## config.mk

```make
export PLATFORM = sky130hd
export DESIGN_NAME = note_string_tone_sequencer_top
export DESIGN_NICKNAME = d
export VERILOG_FILES = /design/src/hdl/nsts_pkg.sv /design/src/hdl/nsts_alu.sv /design/src/hdl/nsts_parser.sv /design/src/hdl/nsts_engine.sv /design/src/hdl/note_string_tone_sequencer_top.sv
export SDC_FILE = /design/constraint.sdc
export NUM_CORES = 1
export LEC_CHECK = 0
export ABC_AREA = 1
export BUFFER_PORTS_ARGS = -buffer_cell sky130_fd_sc_hd__buf_2
export CAP_MARGIN = 20
export CORE_AREA = 2 2 208 128
export CTS_BUF_LIST = sky130_fd_sc_hd__clkbuf_8
export DETAILED_ROUTE_END_ITERATION = 6
export DIE_AREA = 0 0 210 130
export PLACE_DENSITY_LB_ADDON = 0.25
export SLEW_MARGIN = 20
export SYNTH_ARGS = -nofsm -noshare
export SYNTH_HDL_FRONTEND = slang
export SYNTH_SLANG_ARGS = --single-unit
```

## constraint.sdc

```tcl
create_clock -name clk -period 4.4 [get_ports clk]
set_clock_uncertainty 0.2 [all_clocks]
set_input_delay 0.22 -clock clk [delete_from_list [all_inputs] [get_ports clk]]
set_output_delay 0.22 -clock clk [all_outputs]
set_load 0.03 [all_outputs]
```

## src/hdl/nsts_pkg.sv

```systemverilog
// ----------------------------------------------------------------------------
// Note string tone sequencer package
// Shared types, constants and the note length lookup.
// ----------------------------------------------------------------------------
`default_nettype none

package nsts_pkg;

    localparam int ALU_W   = 27;
    localparam int ACC_W   = 26;
    localparam int K_W     = 10;
    localparam int QUO_W   = 16;
    localparam int DUR_W   = 20;
    localparam int GAP_W   = 10;
    localparam int SIZE_W  = 5;
    localparam int SCENE_W = 4;
    localparam int CNT_W   = 4;

    localparam logic [QUO_W-1:0] QUARTER_DIVIDEND = 16'd60000;

    localparam logic [1:0] EVENT_NOTE = 2'd0;
    localparam logic [1:0] EVENT_REST = 2'd1;
    localparam logic [1:0] EVENT_END  = 2'd2;

    localparam logic [6:0] INTENSITY_ACCENT = 7'd127;
    localparam logic [6:0] INTENSITY_NORMAL = 7'd40;

    localparam logic [1:0] CFG_TEMPO = 2'd0;
    localparam logic [1:0] CFG_GAP   = 2'd1;
    localparam logic [1:0] CFG_SHOW  = 2'd2;

    localparam logic [15:0]       TEMPO_RESET = 16'd120;
    localparam logic [GAP_W-1:0]  GAP_RESET   = 10'd20;
    localparam logic [SIZE_W-1:0] SHOW_RESET  = 5'd0;

    localparam logic [7:0] CHAR_SPACE   = 8'h20;
    localparam logic [7:0] CHAR_REST    = 8'h72;
    localparam logic [7:0] CHAR_ACCENT  = 8'h3E;
    localparam logic [7:0] CHAR_ZERO    = 8'h30;
    localparam logic [7:0] CHAR_NINE    = 8'h39;
    localparam logic [7:0] CHAR_UPPER_A = 8'h41;
    localparam logic [7:0] CHAR_UPPER_Z = 8'h5A;
    localparam logic [7:0] CASE_OFFSET  = 8'h20;
    localparam logic [7:0] CHAR_S       = 8'h73;
    localparam logic [7:0] CHAR_E       = 8'h65;
    localparam logic [7:0] CHAR_H       = 8'h68;
    localparam logic [7:0] CHAR_W       = 8'h77;

    localparam logic [5:0] EIGHTHS_QUARTER = 6'd8;

    typedef struct packed {
        logic           note;
        logic           rest;
        logic           accent;
        logic           tail_end;
        logic [K_W-1:0] k;
    } job_t;

    typedef struct packed {
        logic [1:0]         kind;
        logic [DUR_W-1:0]   duration;
        logic [DUR_W-1:0]   buzz;
        logic [6:0]         intensity;
        logic               scene_valid;
        logic [SCENE_W-1:0] scene_index;
        logic               lights_half;
        logic               last;
    } result_t;

    function automatic logic [5:0] eighths_of(input logic [7:0] c);
        logic       upper;
        logic [7:0] lower;
        logic [5:0] e;
        upper = (c >= CHAR_UPPER_A) && (c <= CHAR_UPPER_Z);
        lower = upper ? c + CASE_OFFSET : c;
        unique case (lower)
            CHAR_S:  e = 6'd2;
            CHAR_E:  e = 6'd4;
            CHAR_H:  e = 6'd16;
            CHAR_W:  e = 6'd32;
            default: e = EIGHTHS_QUARTER;
        endcase
        if (upper)
        begin
            e = e + (e >> 1);
        end
        return e;
    endfunction

endpackage

`default_nettype wire

```

## src/hdl/nsts_alu.sv

```systemverilog
// ----------------------------------------------------------------------------
// Shared adder and subtractor
// The one arithmetic unit used by the divide, multiply, gap and modulo steps.
// ----------------------------------------------------------------------------
`default_nettype none

module nsts_alu (
    input  wire logic [nsts_pkg::ALU_W-1:0] a,
    input  wire logic [nsts_pkg::ALU_W-1:0] b,
    input  wire logic                       sub,
    output logic      [nsts_pkg::ALU_W-1:0] sum,
    output logic                            neg
);

    always_comb
    begin
        sum = sub ? (a - b) : (a + b);
        neg = sum[nsts_pkg::ALU_W-1];
    end

endmodule

`default_nettype wire

```

## src/hdl/nsts_parser.sv

```systemverilog
// ----------------------------------------------------------------------------
// Music string parser
// Tracks prefix and multiplier state and issues note and end jobs.
// ----------------------------------------------------------------------------
`default_nettype none

module nsts_parser (
    input  wire logic           clk,
    input  wire logic           rst_n,
    input  wire logic           accept,
    input  wire logic [7:0]     symbol,
    input  wire logic           song_end,
    output nsts_pkg::job_t      job,
    output logic                job_start
);

    localparam logic [1:0] PH_START  = 2'd0;
    localparam logic [1:0] PH_PREFIX = 2'd1;
    localparam logic [1:0] PH_MULT   = 2'd2;

    logic [1:0] phase_reg;
    logic [1:0] phase_next;
    logic       rest_reg;
    logic       rest_next;
    logic       accent_reg;
    logic       accent_next;
    logic [3:0] mult_reg;
    logic [3:0] mult_next;

    logic [1:0]                 phase_eff;
    logic                       digit;
    logic [7:0]                 digit_val;
    logic [5:0]                 eighths;
    logic [nsts_pkg::K_W-1:0]   k_full;

    always_comb
    begin
        phase_eff = ((phase_reg == PH_PREFIX) || (phase_reg == PH_MULT)) ? phase_reg : PH_START;
        digit     = (symbol >= nsts_pkg::CHAR_ZERO) && (symbol <= nsts_pkg::CHAR_NINE);
        digit_val = symbol - nsts_pkg::CHAR_ZERO;
        eighths   = song_end ? nsts_pkg::EIGHTHS_QUARTER : nsts_pkg::eighths_of(symbol);
        k_full    = {4'b0, eighths} * {6'b0, mult_reg};

        phase_next  = phase_reg;
        rest_next   = rest_reg;
        accent_next = accent_reg;
        mult_next   = mult_reg;
        job_start   = 1'b0;

        job.note     = 1'b1;
        job.rest     = rest_reg;
        job.accent   = accent_reg;
        job.tail_end = song_end;
        job.k        = k_full;

        if (accept)
        begin
            priority if (song_end)
            begin
                job_start   = 1'b1;
                job.note    = (phase_eff != PH_START);
                phase_next  = PH_START;
                rest_next   = 1'b0;
                accent_next = 1'b0;
                mult_next   = 4'd1;
            end
            else if ((phase_eff == PH_START) && (symbol == nsts_pkg::CHAR_SPACE))
            begin
                phase_next = phase_reg;
            end
            else if ((phase_eff == PH_START) && (symbol == nsts_pkg::CHAR_REST))
            begin
                rest_next  = 1'b1;
                phase_next = PH_PREFIX;
            end
            else if ((phase_eff == PH_START) && (symbol == nsts_pkg::CHAR_ACCENT))
            begin
                accent_next = 1'b1;
                phase_next  = PH_PREFIX;
            end
            else if ((phase_eff != PH_MULT) && digit)
            begin
                mult_next  = digit_val[3:0];
                phase_next = PH_MULT;
            end
            else
            begin
                job_start   = 1'b1;
                phase_next  = PH_START;
                rest_next   = 1'b0;
                accent_next = 1'b0;
                mult_next   = 4'd1;
            end
        end
    end

    always_ff @(posedge clk or negedge rst_n)
    begin
        if (!rst_n)
        begin
            phase_reg  <= PH_START;
            rest_reg   <= 1'b0;
            accent_reg <= 1'b0;
            mult_reg   <= 4'd1;
        end
        else
        begin
            phase_reg  <= phase_next;
            rest_reg   <= rest_next;
            accent_reg <= accent_next;
            mult_reg   <= mult_next;
        end
    end

endmodule

`default_nettype wire

```

## src/hdl/nsts_engine.sv

```systemverilog
// ----------------------------------------------------------------------------
// Note timing engine
// Sequences the shared adder through divide, multiply, gap and scene steps
// and holds the result register.
// ----------------------------------------------------------------------------
`default_nettype none

module nsts_engine (
    input  wire logic                           clk,
    input  wire logic                           rst_n,
    input  wire logic                           job_start,
    input  wire nsts_pkg::job_t                 job,
    input  wire logic [15:0]                    tempo,
    input  wire logic [nsts_pkg::GAP_W-1:0]     gap,
    input  wire logic [nsts_pkg::SIZE_W-1:0]    show_size,
    output logic                                busy,
    output logic                                out_valid,
    input  wire logic                           out_stall,
    output nsts_pkg::result_t                   result
);

    localparam logic [2:0] S_IDLE     = 3'd0;
    localparam logic [2:0] S_DIV      = 3'd1;
    localparam logic [2:0] S_MUL      = 3'd2;
    localparam logic [2:0] S_BUZZ     = 3'd3;
    localparam logic [2:0] S_MOD      = 3'd4;
    localparam logic [2:0] S_NOTE_OUT = 3'd5;
    localparam logic [2:0] S_END_OUT  = 3'd6;

    localparam int ALU_W  = nsts_pkg::ALU_W;
    localparam int ACC_W  = nsts_pkg::ACC_W;
    localparam int QUO_W  = nsts_pkg::QUO_W;
    localparam int DUR_W  = nsts_pkg::DUR_W;
    localparam int CNT_W  = nsts_pkg::CNT_W;
    localparam int SIZE_W = nsts_pkg::SIZE_W;

    logic [2:0]                     state_reg;
    logic [2:0]                     state_next;
    logic [CNT_W-1:0]               cnt_reg;
    logic [CNT_W-1:0]               cnt_next;
    logic [QUO_W-1:0]               rem_reg;
    logic [QUO_W-1:0]               rem_next;
    logic [QUO_W-1:0]               quo_reg;
    logic [QUO_W-1:0]               quo_next;
    logic [ACC_W-1:0]               acc_reg;
    logic [ACC_W-1:0]               acc_next;
    logic [ACC_W-1:0]               mcand_reg;
    logic [ACC_W-1:0]               mcand_next;
    logic [nsts_pkg::K_W-1:0]       mplier_reg;
    logic [nsts_pkg::K_W-1:0]       mplier_next;
    logic [DUR_W-1:0]               buzz_reg;
    logic [DUR_W-1:0]               buzz_next;
    logic [SIZE_W-1:0]              sval_reg;
    logic [SIZE_W-1:0]              sval_next;
    logic [nsts_pkg::SCENE_W-1:0]   scene_reg;
    logic [nsts_pkg::SCENE_W-1:0]   scene_next;
    logic                           hit_reg;
    logic                           hit_next;
    nsts_pkg::job_t                 job_reg;
    nsts_pkg::job_t                 job_next;
    logic                           out_valid_reg;
    logic                           out_valid_next;
    nsts_pkg::result_t              result_reg;
    nsts_pkg::result_t              result_next;

    logic [ALU_W-1:0]   alu_a;
    logic [ALU_W-1:0]   alu_b;
    logic               alu_sub;
    logic [ALU_W-1:0]   alu_sum;
    logic               alu_neg;
    logic [QUO_W:0]     trial;
    logic [15:0]        tempo_eff;
    logic               out_free;

    nsts_alu u_alu (
        .a   (alu_a),
        .b   (alu_b),
        .sub (alu_sub),
        .sum (alu_sum),
        .neg (alu_neg)
    );

    always_comb
    begin
        tempo_eff = (tempo == 16'd0) ? 16'd1 : tempo;
        trial     = {rem_reg, nsts_pkg::QUARTER_DIVIDEND[cnt_reg]};
        alu_a     = '0;
        alu_b     = '0;
        alu_sub   = 1'b0;
        unique case (state_reg)
            S_DIV:
            begin
                alu_a   = {{(ALU_W-QUO_W-1){1'b0}}, trial};
                alu_b   = {{(ALU_W-16){1'b0}}, tempo_eff};
                alu_sub = 1'b1;
            end
            S_MUL:
            begin
                alu_a = {{(ALU_W-ACC_W){1'b0}}, acc_reg};
                alu_b = {{(ALU_W-ACC_W){1'b0}}, mcand_reg};
            end
            S_BUZZ:
            begin
                alu_a   = {{(ALU_W-ACC_W+3){1'b0}}, acc_reg[ACC_W-1:3]};
                alu_b   = {{(ALU_W-nsts_pkg::GAP_W){1'b0}}, gap};
                alu_sub = 1'b1;
            end
            S_MOD:
            begin
                alu_a   = {{(ALU_W-SIZE_W){1'b0}}, sval_reg};
                alu_b   = {{(ALU_W-SIZE_W){1'b0}}, show_size};
                alu_sub = 1'b1;
            end
            default:
            begin
                alu_sub = 1'b0;
            end
        endcase
    end

    always_comb
    begin
        out_free       = !out_valid_reg || !out_stall;
        state_next     = state_reg;
        cnt_next       = cnt_reg;
        rem_next       = rem_reg;
        quo_next       = quo_reg;
        acc_next       = acc_reg;
        mcand_next     = mcand_reg;
        mplier_next    = mplier_reg;
        buzz_next      = buzz_reg;
        sval_next      = sval_reg;
        scene_next     = scene_reg;
        hit_next       = hit_reg;
        job_next       = job_reg;
        out_valid_next = out_valid_reg && out_stall;
        result_next    = result_reg;

        unique case (state_reg)
            S_IDLE:
            begin
                if (job_start)
                begin
                    job_next   = job;
                    rem_next   = '0;
                    quo_next   = '0;
                    cnt_next   = '1;
                    state_next = job.note ? S_DIV : S_END_OUT;
                end
            end
            S_DIV:
            begin
                rem_next = alu_neg ? trial[QUO_W-1:0] : alu_sum[QUO_W-1:0];
                quo_next = {quo_reg[QUO_W-2:0], !alu_neg};
                cnt_next = cnt_reg - 1'b1;
                if (cnt_reg == '0)
                begin
                    acc_next    = '0;
                    mcand_next  = {{(ACC_W-QUO_W){1'b0}}, quo_next};
                    mplier_next = job_reg.k;
                    cnt_next    = CNT_W'(nsts_pkg::K_W - 1);
                    state_next  = S_MUL;
                end
            end
            S_MUL:
            begin
                if (mplier_reg[0])
                begin
                    acc_next = alu_sum[ACC_W-1:0];
                end
                mcand_next  = mcand_reg << 1;
                mplier_next = mplier_reg >> 1;
                cnt_next    = cnt_reg - 1'b1;
                if (cnt_reg == '0)
                begin
                    state_next = S_BUZZ;
                end
            end
            S_BUZZ:
            begin
                buzz_next  = alu_neg ? '0 : alu_sum[DUR_W-1:0];
                sval_next  = {1'b0, scene_reg} + 1'b1;
                hit_next   = !job_reg.rest && (show_size != '0);
                state_next = (!job_reg.rest && (show_size != '0)) ? S_MOD : S_NOTE_OUT;
            end
            S_MOD:
            begin
                if (alu_neg)
                begin
                    scene_next = sval_reg[nsts_pkg::SCENE_W-1:0];
                    state_next = S_NOTE_OUT;
                end
                else
                begin
                    sval_next = alu_sum[SIZE_W-1:0];
                end
            end
            S_NOTE_OUT:
            begin
                if (out_free)
                begin
                    out_valid_next          = 1'b1;
                    result_next.kind        = job_reg.rest ? nsts_pkg::EVENT_REST
                                                           : nsts_pkg::EVENT_NOTE;
                    result_next.duration    = acc_reg[DUR_W+2:3];
                    result_next.buzz        = job_reg.rest ? '0 : buzz_reg;
                    result_next.intensity   = job_reg.rest   ? 7'd0 :
                                              job_reg.accent ? nsts_pkg::INTENSITY_ACCENT
                                                             : nsts_pkg::INTENSITY_NORMAL;
                    result_next.scene_valid = hit_reg;
                    result_next.scene_index = hit_reg ? scene_reg : '0;
                    result_next.lights_half = !job_reg.rest && job_reg.accent;
                    result_next.last        = !job_reg.tail_end;
                    state_next              = job_reg.tail_end ? S_END_OUT : S_IDLE;
                end
            end
            S_END_OUT:
            begin
                if (out_free)
                begin
                    out_valid_next = 1'b1;
                    result_next    = '0;
                    result_next.kind = nsts_pkg::EVENT_END;
                    result_next.last = 1'b1;
                    state_next       = S_IDLE;
                end
            end
            default:
            begin
                state_next = S_IDLE;
            end
        endcase
    end

    always_ff @(posedge clk or negedge rst_n)
    begin
        if (!rst_n)
        begin
            state_reg     <= S_IDLE;
            out_valid_reg <= 1'b0;
            scene_reg     <= '0;
        end
        else
        begin
            state_reg     <= state_next;
            out_valid_reg <= out_valid_next;
            scene_reg     <= scene_next;
        end
    end

    always_ff @(posedge clk)
    begin
        cnt_reg    <= cnt_next;
        rem_reg    <= rem_next;
        quo_reg    <= quo_next;
        acc_reg    <= acc_next;
        mcand_reg  <= mcand_next;
        mplier_reg <= mplier_next;
        buzz_reg   <= buzz_next;
        sval_reg   <= sval_next;
        hit_reg    <= hit_next;
        job_reg    <= job_next;
        result_reg <= result_next;
    end

    assign busy      = (state_reg != S_IDLE);
    assign out_valid = out_valid_reg;
    assign result    = result_reg;

endmodule

`default_nettype wire

```

## src/hdl/note_string_tone_sequencer_top.sv

```systemverilog
// ----------------------------------------------------------------------------
// Note string tone sequencer
// Turns a music string, one character per transfer, into tone events.
// ----------------------------------------------------------------------------
// A space or prefix at the start of a note, or its first digit, is taken
// without an event. A note letter keeps the input stalled through a 16-step
// divide of 60000 by the tempo, a 10-step shift-and-add multiply by the note
// length, one gap subtraction and, when a light scene is stepped, a
// repeated-subtraction scene modulo, all on one shared adder/subtractor. A
// song end also produces the all-off event. The finished event waits in
// an output register, so the next character can be taken while it is stalled.
`default_nettype none

module note_string_tone_sequencer_top #(
    parameter int MAX_SCENES = 16
) (
    input  wire logic                           clk,
    input  wire logic                           rst_n,
    input  wire logic                           cfg_we,
    input  wire logic [1:0]                     cfg_index,
    input  wire logic [15:0]                    cfg_data,
    input  wire logic                           symbol_valid,
    output logic                                symbol_stall,
    input  wire logic [7:0]                     symbol,
    input  wire logic                           song_end,
    output logic                                event_valid,
    input  wire logic                           event_stall,
    output logic [1:0]                          event_kind,
    output logic [nsts_pkg::DUR_W-1:0]          duration_ms,
    output logic [nsts_pkg::DUR_W-1:0]          buzz_ms,
    output logic [6:0]                          intensity,
    output logic                                scene_valid,
    output logic [nsts_pkg::SCENE_W-1:0]        scene_index,
    output logic                                lights_off_at_half,
    output logic                                last_result
);

    localparam int SCENE_CAP = (MAX_SCENES < 16) ? MAX_SCENES : 16;
    localparam logic [nsts_pkg::SIZE_W-1:0] SCENE_CAP_V = nsts_pkg::SIZE_W'(SCENE_CAP);

    logic [15:0]                    tempo_reg;
    logic [nsts_pkg::GAP_W-1:0]     gap_reg;
    logic [nsts_pkg::SIZE_W-1:0]    show_reg;
    logic [nsts_pkg::SIZE_W-1:0]    show_eff;
    logic                           busy;
    logic                           accept;
    logic                           job_start;
    nsts_pkg::job_t                 job;
    nsts_pkg::result_t              result;

    always_ff @(posedge clk or negedge rst_n)
    begin
        if (!rst_n)
        begin
            tempo_reg <= nsts_pkg::TEMPO_RESET;
            gap_reg   <= nsts_pkg::GAP_RESET;
            show_reg  <= nsts_pkg::SHOW_RESET;
        end
        else if (cfg_we)
        begin
            unique case (cfg_index)
                nsts_pkg::CFG_TEMPO: tempo_reg <= cfg_data;
                nsts_pkg::CFG_GAP:   gap_reg   <= cfg_data[nsts_pkg::GAP_W-1:0];
                nsts_pkg::CFG_SHOW:  show_reg  <= cfg_data[nsts_pkg::SIZE_W-1:0];
                default:             tempo_reg <= tempo_reg;
            endcase
        end
    end

    assign show_eff     = (show_reg > SCENE_CAP_V) ? SCENE_CAP_V : show_reg;
    assign symbol_stall = busy;
    assign accept       = symbol_valid && !busy;

    nsts_parser u_parser (
        .clk       (clk),
        .rst_n     (rst_n),
        .accept    (accept),
        .symbol    (symbol),
        .song_end  (song_end),
        .job       (job),
        .job_start (job_start)
    );

    nsts_engine u_engine (
        .clk       (clk),
        .rst_n     (rst_n),
        .job_start (job_start),
        .job       (job),
        .tempo     (tempo_reg),
        .gap       (gap_reg),
        .show_size (show_eff),
        .busy      (busy),
        .out_valid (event_valid),
        .out_stall (event_stall),
        .result    (result)
    );

    assign event_kind         = result.kind;
    assign duration_ms        = result.duration;
    assign buzz_ms            = result.buzz;
    assign intensity          = result.intensity;
    assign scene_valid        = result.scene_valid;
    assign scene_index        = result.scene_index;
    assign lights_off_at_half = result.lights_half;
    assign last_result        = result.last;

endmodule

`default_nettype wire

```

# After elaboration in Yosys (flattened, before gate mapping)
# Memories as Yosys holds them, arrays and structs flattened. A register that Yosys moved wholly into a read port is not among the register bits.
# Cells that the tools add are included.
totals:
  regBits: 239
  rom_bits: 16
  input_bits: 32
  output_inout_bits: 58
  memories: 1
mem_list:
  columns: ["memory", "words", "width", "read_ports", "rd_clocked_by_memory_dff", "wr", "line_no", "source"]
  rows:
  - ["(name not given)", 16, 1, 1, 1, 0, "nsts_engine.sv:86", "trial = {rem_reg, nsts_pkg::QUARTER_DIVIDEND[cnt_reg]};"]
op_classes:
  add_sub_neg: 7
  mul: 1
  magnitude_cmp: 6
  eq_ne: 32
  n_mux: 76
  reduce_logical: 49
op_table:
  columns: ["op", "count"]
  rows:
  - ["$pmux W26 S4", 2]
  - ["$mux W56", 2]
  - ["$pmux W56 S2", 1]
  - ["$pmux W26 S2", 2]
  - ["$mux W26", 3]
  - ["$mux W16", 3]
  - ["$eq A8 B7 Y1 const B", 5]
  - ["$mux W4", 9]
  - ["$pmux W16 S2", 1]
  - ["$pmux W15 S2", 1]
  - ["$add A27 B27 Y27", 1]
  - ["$mux W27", 1]
  - ["$sub A26 B26 Y27", 1]
  - ["$mux W3", 8]
  - ["$pmux W6 S4", 1]
  - ["$mux W1", 23]
  - ["$pmux W3 S7", 1]
  - ["$mux W20", 1]
  - ["$pmux W10 S2", 1]
  - ["$reduce_and A2 Y1", 10]
  - ["$eq A8 B6 Y1 const B", 2]
  - ["$logic_not A16 Y1", 1]
  - ["$mux W7", 2]
  - ["$mux W2", 6]
  - ["39 further kinds", 83]

# Logic depth before layout (Yosys ltp)
logic_depth:
  ltp_word: 14
  mapped_depth: 31
  depth_no_buf: 30

# Modules after synthesis
# Synthesis repeated with hierarchy kept, for this count alone.
hier_totals:
  hier_cells: 1724
  area_unflattened_um2: 14273.7
by_module_without_submodules:
  columns: ["mod", "instances", "cells_per_inst", "area_per_inst_um2", "seq_area_each_um2"]
  rows:
  - ["nsts_engine", 1, 796, 8513.2, 5835.6]
  - ["nsts_alu", 1, 547, 2808.9, 0.0]
  - ["nsts_parser", 1, 236, 1659.1, 201.4]
  - ["note_string_tone_sequencer_top", 1, 145, 1292.5, 783.3]

# Least setup slack after synthesis
# No wires, ideal clock.
synth_path:
  path_type: "input to register"
  startpoint: "input symbol[3]"
  endpoint: "register u_engine.job_reg[9] (netlist bit), data pin"
  arrival_time_ns: 4.384
  path_slack_ns: -0.441
  stages: 31
  n_path_buf: 1
  path_cell_list: "buf_4 > nand2_1 > inv_1 > nand2_1 > nand3_2 > a21oi_1 > nor3b_2 > nand3_1 > ha_1 > nand2_1 > nand2_1 > ha_1 > inv_1 > o21ai_0 > inv_1 > nor2_1 > fa_1 > inv_1 > fa_1 > inv_1 > ha_1 > a21oi_1 > nand2_1 > nand2_1 > nand2_1 > a21oi_1 > inv_1 > a21oi_1 > nor2_1 > nor2_1 > xnor2_1"
synth_lines:
  columns: ["item", "line_no", "source"]
  rows:
  - ["from (decl)", "note_string_tone_sequencer_top.sv:24", "input wire logic [7:0] symbol,"]
  - ["to (signal assigned)", "nsts_engine.sv:262", "job_reg <= job_next;"]
  - ["to (decl)", "nsts_engine.sv:59", "nsts_pkg::job_t job_reg;"]

==> results.cfg <==
[synthesis]
yosysWarnings = 0
netlist-cell-type-count = 59
synth_ff_type = edfxtp_1
synthArstFlopShare_pct = 20.00
synth_edf_count = 187
synth_seq_cells = 235
seq_area_frac_synth_pct = 47.06
synthCells = 1733
synthesis.area_um2 = 14490
syn-num-nets = 1853
avgSynthCellArea_um2 = 8.363

[cells_and_area]
largest_reg_flops = 51
area_growth_pct = 16.94
fin_util_pct = 65.88
drive_above_1_share_pct = 16.28
finalNetCount = 2021
fillers = 2121
diodes = 0

[clock_tree]
htreeDepth = 2
cts_tree = done
path_clk_slew_ns = 0.07
cts_buffers = 36
clock-sinks = 235
cts-root-buf = clkbuf_8
insertion_delay_ns = 0.58
cts_max_path_buffers = 3

[placement]
io_buffers = 89
hpwl_um = 29610
routabilityCongestion = 0.9992

[sta]
setup_viol = 0
slew_headroom_pct = 34.15
layout_min_cycle_time_ns = 4.195
slew_viol_final = 0
period_share_pct = 95.33
max_freq_mhz = 238.4
hold_viol = 0
worstMarginPinSlew_ns = 0.9851

[setup_path]
start_kind = primary input
critPathArrivalTime_ns = 4.30
critPathMaxFanout = 4
r2r_cells = 17
crit_required_ns = 4.51
r2r-end = u_engine.rem_reg[9]
cp-endpoint = u_engine.job_reg[8]
path_class = primary input to flop
r2r_slack_ns = 0.24
r2r_start = u_engine.state_reg[1]
startpoint = symbol[6]
end_kind = flop

[floorplan]
start_util_pct = 56.34
core_area_um2 = 25730
placementRows = 46
num_io_pins = 90
die-area_um2 = 27300
die_h_um = 130
die_w_um = 210

[route]
drtPass1Iterations = 6
drt_iter0_drc = 1511
drc = 0
wl_per_cell_um = 17.40
via_per_inst = 5.552
routed_wl_um = 39420
via_count = 12576
ant_nets = 0

[outcome]
status = complete, no violations

[run]
drv_cap = 0

[global_routing]
track_usage_pct = 29.25
grt_antenna_before_repair = 0
grt_pass1_wl_um = 61960
grt_pass1_vias = 11548
gr-total-overflow = 0
grt_max_degree = 61

[min_path]
hold_path.class = primary input to asynchronous set/reset pin
[worst max-delay path, stage by stage]
cell	delay, ns
buf_4	0.13
inv_2	0.06
ha_4	0.20
nor3b_4	0.24
nor2_4	0.07
nor3b_2	0.18
nand3_2	0.12
ha_4	0.19
nand2_2	0.06
nand2_2	0.07
ha_4	0.21
inv_2	0.05
o21ai_2	0.06
inv_2	0.10
buf_4	0.12
nor2_2	0.04
fa_1	0.55
inv_1	0.06
fa_1	0.53
inv_1	0.06
ha_4	0.25
a21oi_2	0.12
inv_1	0.08
a31oi_4	0.17
o21bai_1	0.10
a21oi_1	0.18
xor2_1	0.08
[worst min-delay path by stage]
stage / endpoint / cells after the start
2_1_floorplan: gap_reg[0] / 0
3_3_place_gp: u_engine.job_reg[12] / 0
3_5_place_dp: u_engine.job_reg[11] / 0
4_1_cts: u_parser.phase_reg[0] / 6
5_1_grt: u_engine.state_reg[1] / 2
6_report: u_engine.state_reg[1] / 2
[Yosys cell counts, types with 13 or more instances]
cell / instances / area, µm²
buf_2: 17 / 85.08
edfxtp_1: 187 / 5615
o21ai_1: 24 / 120.1
nand3_1: 92 / 460.4
o21ai_0: 116 / 580.6
nand2_1: 356 / 1336
xor2_1: 19 / 166.4
nand4_1: 15 / 93.84
nor2_1: 192 / 720.7
nor3_1: 16 / 80.08
inv_2: 13 / 48.80
dfrtp_1: 40 / 1001
a21oi_1: 100 / 500.5
ha_1: 78 / 975.9
nor2_2: 17 / 106.4
inv_1: 279 / 1047
clkbuf_1: 22 / 82.58
[per-layer routing]
| layer | vias up | global-route usage, % | part of all wire (%) |
|---|---|---|---|
| li1 | 6023 | - | - |
| met1 | 5809 | 46.49 | 48 |
| met2 | 701 | 39.07 | 38 |
| met3 | 43 | 8.496 | 13 |
| met4 | 0 | 5.674 | 1.1 |
| met5 | - | 0 | 0 |
[area by class of cell]
cell class                      count  area, µm²  area share (%)
Inverter                          294       1106           6.526
Sequential cell                   235       6820           40.24
Clock inverter                     21      153.9          0.9080
Multi-Input combinational cell   1146       6505           38.38
Clock buffer                       45      619.3           3.654
Timing Repair Buffer              188       1324           7.810
Tap cell                          336      420.4           2.480
[logic make-up (layout without fill, tap and decap cells)]
| group | Yosys count | count (layout) | synth area share [%] |
|---|---|---|---|
| xor+xnor | 27 | 27 | 1.683 |
| compound gates | 303 | 303 | 11.68 |
| simple gates | 728 | 728 | 21.67 |
| flops | 235 | 235 | 47.06 |
| buf+inv | 352 | 548 | 9.798 |
| fa+ha+maj | 88 | 88 | 8.115 |
[cells in the final DEF, fill, tap and decap left out, types with 20 or more instances in the layout]
| master | n |
|---|---|
| buf_4 | 65 |
| inv_2 | 20 |
| dfrtp_1 | 40 |
| inv_1 | 280 |
| a21oi_1 | 94 |
| o21ai_1 | 24 |
| ha_1 | 69 |
| buf_2 | 87 |
| o21ai_0 | 115 |
| nand3_1 | 88 |
| dlygate4sd3_1 | 32 |
| nand2_1 | 351 |
| edfxtp_1 | 187 |
| clkbuf_8 | 45 |
| nor2_1 | 188 |
[stage by stage]
stage	hold slack (ns)	setup slack (ns)	cell area [µm²]	TNS [ns]	instances
after floorplan	-0.2756	-0.05878	14640	-0.05878	1733
after global placement	0.2430	-0.3094	15750	-0.7134	2166
after detailed placement	0.2499	-0.4149	15750	-1.302	2166
after CTS	0.03358	0.1526	16840	0	2264
after global routing	0.06432	-0.02060	16950	-0.03681	2265
final	0.01375	0.2054	16950	0	2265
[what timing repair did]
action / CTS / global route
setup buffers: 0 / 1
setup endpoints to repair: 0 / 20
endpoints found under the hold margin: 80 / 0
hold buffers: 32 / 0
resized for setup: 0 / 21
Power is left out: the tool's default activity adds up to more than one toggle a clock period on the data nets, which glitch-free logic cannot reach.
